===== src/design/sgdps_div.sv =====
`default_nettype none
// ----------------------------------------------------------------------------
// SGD parameter store step divider
// Restoring divider, one quotient bit per cycle, unsigned operands.
// ----------------------------------------------------------------------------
module sgdps_div #(
    parameter int NUM_BITS = 64,
    parameter int DEN_BITS = 24
) (
    input  wire logic                i_clk,
    input  wire logic                i_rst_n,
    input  wire logic                i_start,
    input  wire logic [NUM_BITS-1:0] i_num,
    input  wire logic [DEN_BITS-1:0] i_den,
    output logic                     o_done,
    output logic [NUM_BITS-1:0]      o_quo
);
    localparam int CNT_BITS = $clog2(NUM_BITS + 1);
    logic [NUM_BITS-1:0] r_q, n_q;
    logic [DEN_BITS:0]   r_rem, n_rem;
    logic [DEN_BITS-1:0] r_den;
    logic [CNT_BITS-1:0] r_cnt, n_cnt;
    logic                r_busy, n_busy, r_done, n_done;
    logic [DEN_BITS:0]   w_trial;

    always_comb begin
        n_q = r_q;
        n_rem = r_rem;
        n_cnt = r_cnt;
        n_busy = r_busy;
        n_done = 1'b0;
        w_trial = {r_rem[DEN_BITS-1:0], r_q[NUM_BITS-1]};
        if (i_start) begin
            n_q = i_num;
            n_rem = '0;
            n_cnt = CNT_BITS'(NUM_BITS);
            n_busy = 1'b1;
        end else if (r_busy) begin
            if (w_trial >= {1'b0, r_den}) begin
                n_rem = w_trial - {1'b0, r_den};
                n_q = {r_q[NUM_BITS-2:0], 1'b1};
            end else begin
                n_rem = w_trial;
                n_q = {r_q[NUM_BITS-2:0], 1'b0};
            end
            n_cnt = r_cnt - 1'b1;
            if (r_cnt == CNT_BITS'(1)) begin
                n_busy = 1'b0;
                n_done = 1'b1;
            end
        end
    end

    always_ff @(posedge i_clk) begin
        if (!i_rst_n) begin
            r_busy <= 1'b0;
            r_done <= 1'b0;
        end else begin
            r_busy <= n_busy;
            r_done <= n_done;
        end
        r_q <= n_q;
        r_rem <= n_rem;
        r_cnt <= n_cnt;
        if (i_start) begin
            r_den <= i_den;
        end
    end

    assign o_done = r_done;
    assign o_quo = r_q;
endmodule
`default_nettype wire


===== config.mk =====
export PLATFORM = sky130hd
export DESIGN_NAME = sgdps_div
export DESIGN_NICKNAME = d
export VERILOG_FILES = /design/src/design/sgdps_div.sv
export SDC_FILE = /design/constraint.sdc
export NUM_CORES = 1
export LEC_CHECK = 0
export BUFFER_PORTS_ARGS = -buffer_cell sky130_fd_sc_hd__buf_2
export CAP_MARGIN = 20
export CELL_PAD_IN_SITES_DETAIL_PLACEMENT = 0
export CELL_PAD_IN_SITES_GLOBAL_PLACEMENT = 1
export CORE_ASPECT_RATIO = 1.4
export CORE_MARGIN = 5
export CORE_UTILIZATION = 47
export CTS_BUF_LIST = sky130_fd_sc_hd__clkbuf_4 sky130_fd_sc_hd__clkbuf_8
export CTS_CLUSTER_SIZE = 30
export DETAILED_ROUTE_END_ITERATION = 16
export GPL_TIMING_DRIVEN = 0
export PLACE_DENSITY_LB_ADDON = 0.05
export SYNTH_ARGS = -nofsm -noshare
export SYNTH_HDL_FRONTEND = slang
export SYNTH_SLANG_ARGS = --single-unit

===== constraint.sdc =====
create_clock -name i_clk -period 5.9 [get_ports i_clk]
set_clock_uncertainty 0.1 [all_clocks]
set_input_delay 0.295 -clock i_clk [delete_from_list [all_inputs] [get_ports i_clk]]
set_output_delay 0.295 -clock i_clk [all_outputs]
set_load 0.005 [all_outputs]

## Yosys cells after proc, flatten, opt, wreduce, memory -nomap -nowiden

Index checks and enable logic that the tools add are counted.
W data, S select, Z words.

| operators by class | value |
|---|---|
| add/sub/neg operators | 2 |
| multiply operators | 0 |
| divide/modulo/power cells | 0 |
| $lt $le $gt $ge | 1 |
| equality and inequality tests | 1 |
| shifts and indexed selects | 0 |
| multiplexer cells | 8 |
| bitwise operators | 2 |
| reductions and logical operators | 2 |

Operators with widths:

| cell | number |
|---|---|
| $mux W64 | 2 |
| $ge A25 B24 Y1 | 1 |
| $mux W24 | 1 |
| $sub A24 B24 Y24 | 1 |
| $eq A7 B1 Y1 const B | 1 |
| $sub A7 B1 Y7 const B | 1 |
| $mux W1 | 5 |
| $reduce_or A3 Y1 | 1 |
| $not A1 Y1 | 2 |
| $reduce_bool A2 Y1 | 1 |

| word-level totals | value |
|---|---|
| flip-flop bits (word level) | 121 |
| bits in latches | 0 |
| memory bits (writable) | 0 |
| ROM bits | 0 |
| output and inout bits | 65 |
| memories kept | 0 |

## Depth between registers and ports, before layout

| depth | value |
|---|---|
| depth after elaboration | 4 |
| gate-level depth with buffers | 13 |
| gate-level depth less buffers | 11 |

## Worst setup path before layout

No wires, ideal clock.

| timing | value |
|---|---|
| kind | register to register |
| start | register r_den[1] |
| end | register r_q[0] (netlist: o_quo[0]) (data pin) |
| setup time | 0.260 ns |
| arrival | 2.445 ns |
| required time | 5.540 ns |
| slack | 3.095 ns |
| cell stages (with the launch flop) | 12 |
| clock period less this slack | 2.805 ns |
| cell sequence | edfxtp_1 -> inv_1 -> ha_1 -> nor2b_1 -> o31a_1 -> o21a_1 -> o21a_2 -> a221oi_4 -> o21bai_2 -> buf_6 -> buf_6 -> mux2_2 |

| between the ends | value |
|---|---|
| word-level cells in the longest chain between the ends | 4 |

Ends and longest elaborated chain:

| element | line | source |
|---|---|---|
| from (decl) | 21 | `logic [DEN_BITS-1:0] r_den;` |
| from (signal assigned) | 66 | `r_den <= i_den;` |
| $ge A25 B24 Y1 | 39 | `if (w_trial >= {1'b0, r_den}) begin` |
| $mux W1 | 39 |  |
| $mux W64 | 38 | `end else if (r_busy) begin` |
| $mux W64 | 33 | `if (i_start) begin` |
| named net n_q[0] | 19 | `logic [NUM_BITS-1:0] r_q, n_q;` |
| to (signal assigned) | 62 | `r_q <= n_q;` |
| to (decl) | 19 |  |

The timed path passes the listed nets, and every way through them passes these cells. The select of a mux whose other input is x is not followed.
A chain may end at the register's enable or synchronous reset.

## Worst setup path in the final report

| timing | value |
|---|---|
| start | register r_q[63] (netlist: o_quo[63]) |
| end | register r_rem[18] |

| between the ends | value |
|---|---|
| word-level cells in the longest chain between the ends | 2 |

Ends and longest elaborated chain:

| element | line | source |
|---|---|---|
| $sub A24 B24 Y24 / $ge A25 B24 Y1 (equally long branches) | 40, 39 |  |
| $mux W24 * | 39 |  |
| to (signal assigned) | 63 | `r_rem <= n_rem;` |
| to (decl) | 20 | `logic [DEN_BITS:0] r_rem, n_rem;` |

Every way passes the cells marked *; elsewhere a longest branch is shown, timed or not.

==> flow_metrics.tcl <==
set metrics [dict create \
    final_common_cell "buf_2" \
    start_util 0.480 \
    hold_slack_ns 0.0543 \
    cp_slowest_stage_delay_ns 0.64 \
    avgSynthCellArea_um2 12.1 \
    die_y_um 146 \
    grt_pass1_vias 5065 \
    post-route-period-util 0.529 \
    final_cells 872 \
    antenna_found_initial 0 \
    grt_pass1_wl_um 25300 \
    status "finished, final reports clean" \
    detail-route-antenna-nets 0 \
    worst_slew_pin_slew_ns 0.840 \
    drv_cap 0 \
    r2r_slack_ns 2.78 \
    cts_buffers 17 \
    ys_async_sr_fraction 0 \
    finalMaxSlewViolations 0 \
    insertion_delay_ns 0.44 \
    cp.required_ns 6.12 \
    io_buffers 155 \
    place_area_mm2 0.00715 \
    fp-row-count 49 \
    p_total_mw 2.26 \
    finalWeightedCongestion 0.848 \
    synthTopCellsByArea "edfxtp_1 (43%), mux2_2 (12%), dfxtp_1 (11%)" \
    io_pins 156 \
    cts_sinks 121 \
    r2r-end "r_rem[18]" \
    max_freq_ghz 0.320 \
    hold_viol_final 0 \
    cp_max_fo 3 \
    clock_path_buffers 2 \
    yosysSeqAreaShare 0.535 \
    setup_viol 0 \
    r2r_cells 11 \
    setup_slack_ns 2.78 \
    die_area_mm2 0.0156 \
    syn_inst 509 \
    place_hpwl_um 11800 \
    dp_slack_ns 2.70 \
    dr.pass1.iters 4 \
    area_delta_synth_final_pct 25.5 \
    ys_types 58 \
    drive_gt1_frac 0.361 \
    irDropWorstVdd_uv 161 \
    period_minus_slack_ns 3.12 \
    cts_tree "yes" \
    nNetsFinal 826 \
    min_path_type "input port to register" \
    min_from "i_num[42]" \
    slowest_stage "o41ai_1" \
    cts_setup_buffers 0 \
    viasPerCell 5.47 \
    synthFlopType "edfxtp_1" \
    worstPathArrival_ns 3.35 \
    regArea_mm2 0.00330 \
    leakagePower_nw 3.30 \
    min_to "o_quo[42]" \
    layout_common_cells "buf_2 (157), edfxtp_1 (88), mux2_2 (65)" \
    start_kind "register" \
    holdPathStages 2 \
    design.core.area_mm2 0.0129 \
    grt_usage 0.207 \
    drt_iter0_drc 158 \
    grt_overflow 0 \
    multi_input_area_mm2 0.00267 \
    postCtsHoldBufs 25 \
    ys_warn_count 0 \
    drt-wirelength-per-cell_um 18.0 \
    r2r_start "o_quo[63]" \
    vias 4773 \
    design_area_mm2 0.00776 \
    cp-end-kind "register" \
    yosys.area.top_type "edfxtp_1" \
    synth-edff-count 88 \
    grt_start_max_net_pins 65 \
    syn_area_mm2 0.00618 \
    drcViolationCount 0 \
    totalWireLength_um 15700 \
    crit_chain "inv_1 -> ha_1 -> fa_1 -> nor2b_1 -> o31a_1 -> o22ai_2 -> o21ai_1 -> o41ai_1 -> xnor2_1 -> and3_1 -> a311o_1" \
    cts-root-buf "clkbuf_8" \
    filler_cell_count 1120 \
    rsz0062_at_grt "no" \
    yosys.area.top_type_share 0.428 \
    finalSetupTns_ns 0 \
    clkTransAtPathRegs_ns 0.07 \
    cts_resized 0 \
    slew_headroom 0.440 \
    place_inst 817 \
    h-tree-depth 4 \
    fin_util 0.602 \
    die_w_um 107 \
    synth_nets 627 \
    ys_ff_latch 121 \
    p_per_area_mw_per_mm2 292 \
    path_class "register to register" \
]
power breakdown:
group	total, mW	leakage [nW]	switching (mW)	internal, mW
combinational	0.512	1.97	0.265	0.247
clock	0.687	0.182	0.321	0.365
sequential	1.06	1.15	0.0502	1.01
total	2.26	3.30	0.636	1.63
kinds of logic (layout without fill, tap and decap cells):
logic type      after synthesis  after routing  share of synthesized area
flops                       121            121                      0.535
simple gates                108            108                     0.0826
compound gates               96             96                      0.115
mux                          81             81                      0.144
buf+inv                      53            262                     0.0350
fa+ha+maj                    27             27                     0.0559
xor+xnor                     23             23                     0.0326
other cells                   0              1                          0
sequential cells by signal, summed over array words and instances (netlist names):
register / count
r_den: 24
r_busy: 1
o_done: 1
o_quo: 64
r_rem: 24
r_cnt: 7
layout make-up:
cell class | count | area share
Buffer | 22 | 0.0129
Multi-Input combinational cell | 335 | 0.344
Tap cell | 153 | 0.0247
Inverter | 31 | 0.0150
Timing Repair Buffer | 180 | 0.132
Clock buffer | 18 | 0.0311
Clock inverter | 11 | 0.0140
Sequential cell | 121 | 0.426
Antenna cell | 1 | 0.000323
worst max path at each step:
stage	from	to	slack [ns]	cells past startpoint
after floorplan	r_den[1]	o_quo[0]	3.10	11
after global placement	i_start	o_quo[47]	1.48	5
after detailed placement	i_start	o_quo[48]	2.70	5
after CTS	o_quo[63]	r_rem[18]	2.74	11
after global routing	o_quo[63]	r_rem[18]	2.65	11
final	o_quo[63]	r_rem[18]	2.78	11
critical path, delay by kind of cell, from the launching register on:
family	cells	cell delay, ns
compound gates	5	1.58
fa+ha+maj	2	0.43
flops	1	0.42
simple gates	2	0.27
xor+xnor	1	0.12
buf+inv	1	0.09
cell usage after synthesis (all sizes together) (3+ instances only):
| cell type | instances |
|---|---|
| a211oi | 18 |
| a21o | 7 |
| a21oi | 18 |
| a311oi | 3 |
| and2 | 3 |
| and3 | 4 |
| buf | 9 |
| clkbuf | 13 |
| dfxtp | 33 |
| edfxtp | 88 |
| ha | 26 |
| inv | 30 |
| mux2 | 65 |
| mux2i | 16 |
| nand2 | 18 |
| nand3 | 5 |
| nand3b | 3 |
| nand4 | 4 |
| nor2 | 45 |
| nor2b | 5 |
| nor3 | 11 |
| o21a | 5 |
| o21ai | 16 |
| o311a | 3 |
| o31a | 3 |
| xnor2 | 17 |
| xor2 | 6 |
metal layers:
layer,global-route usage,up-vias,share of wire
met5,0,-,0
met1,0.221,2284,0.38
met4,0.0825,0,0.022
li1,-,2298,-
met2,0.357,162,0.51
met3,0.0892,29,0.084
Power figures use the tool's default switching activity.
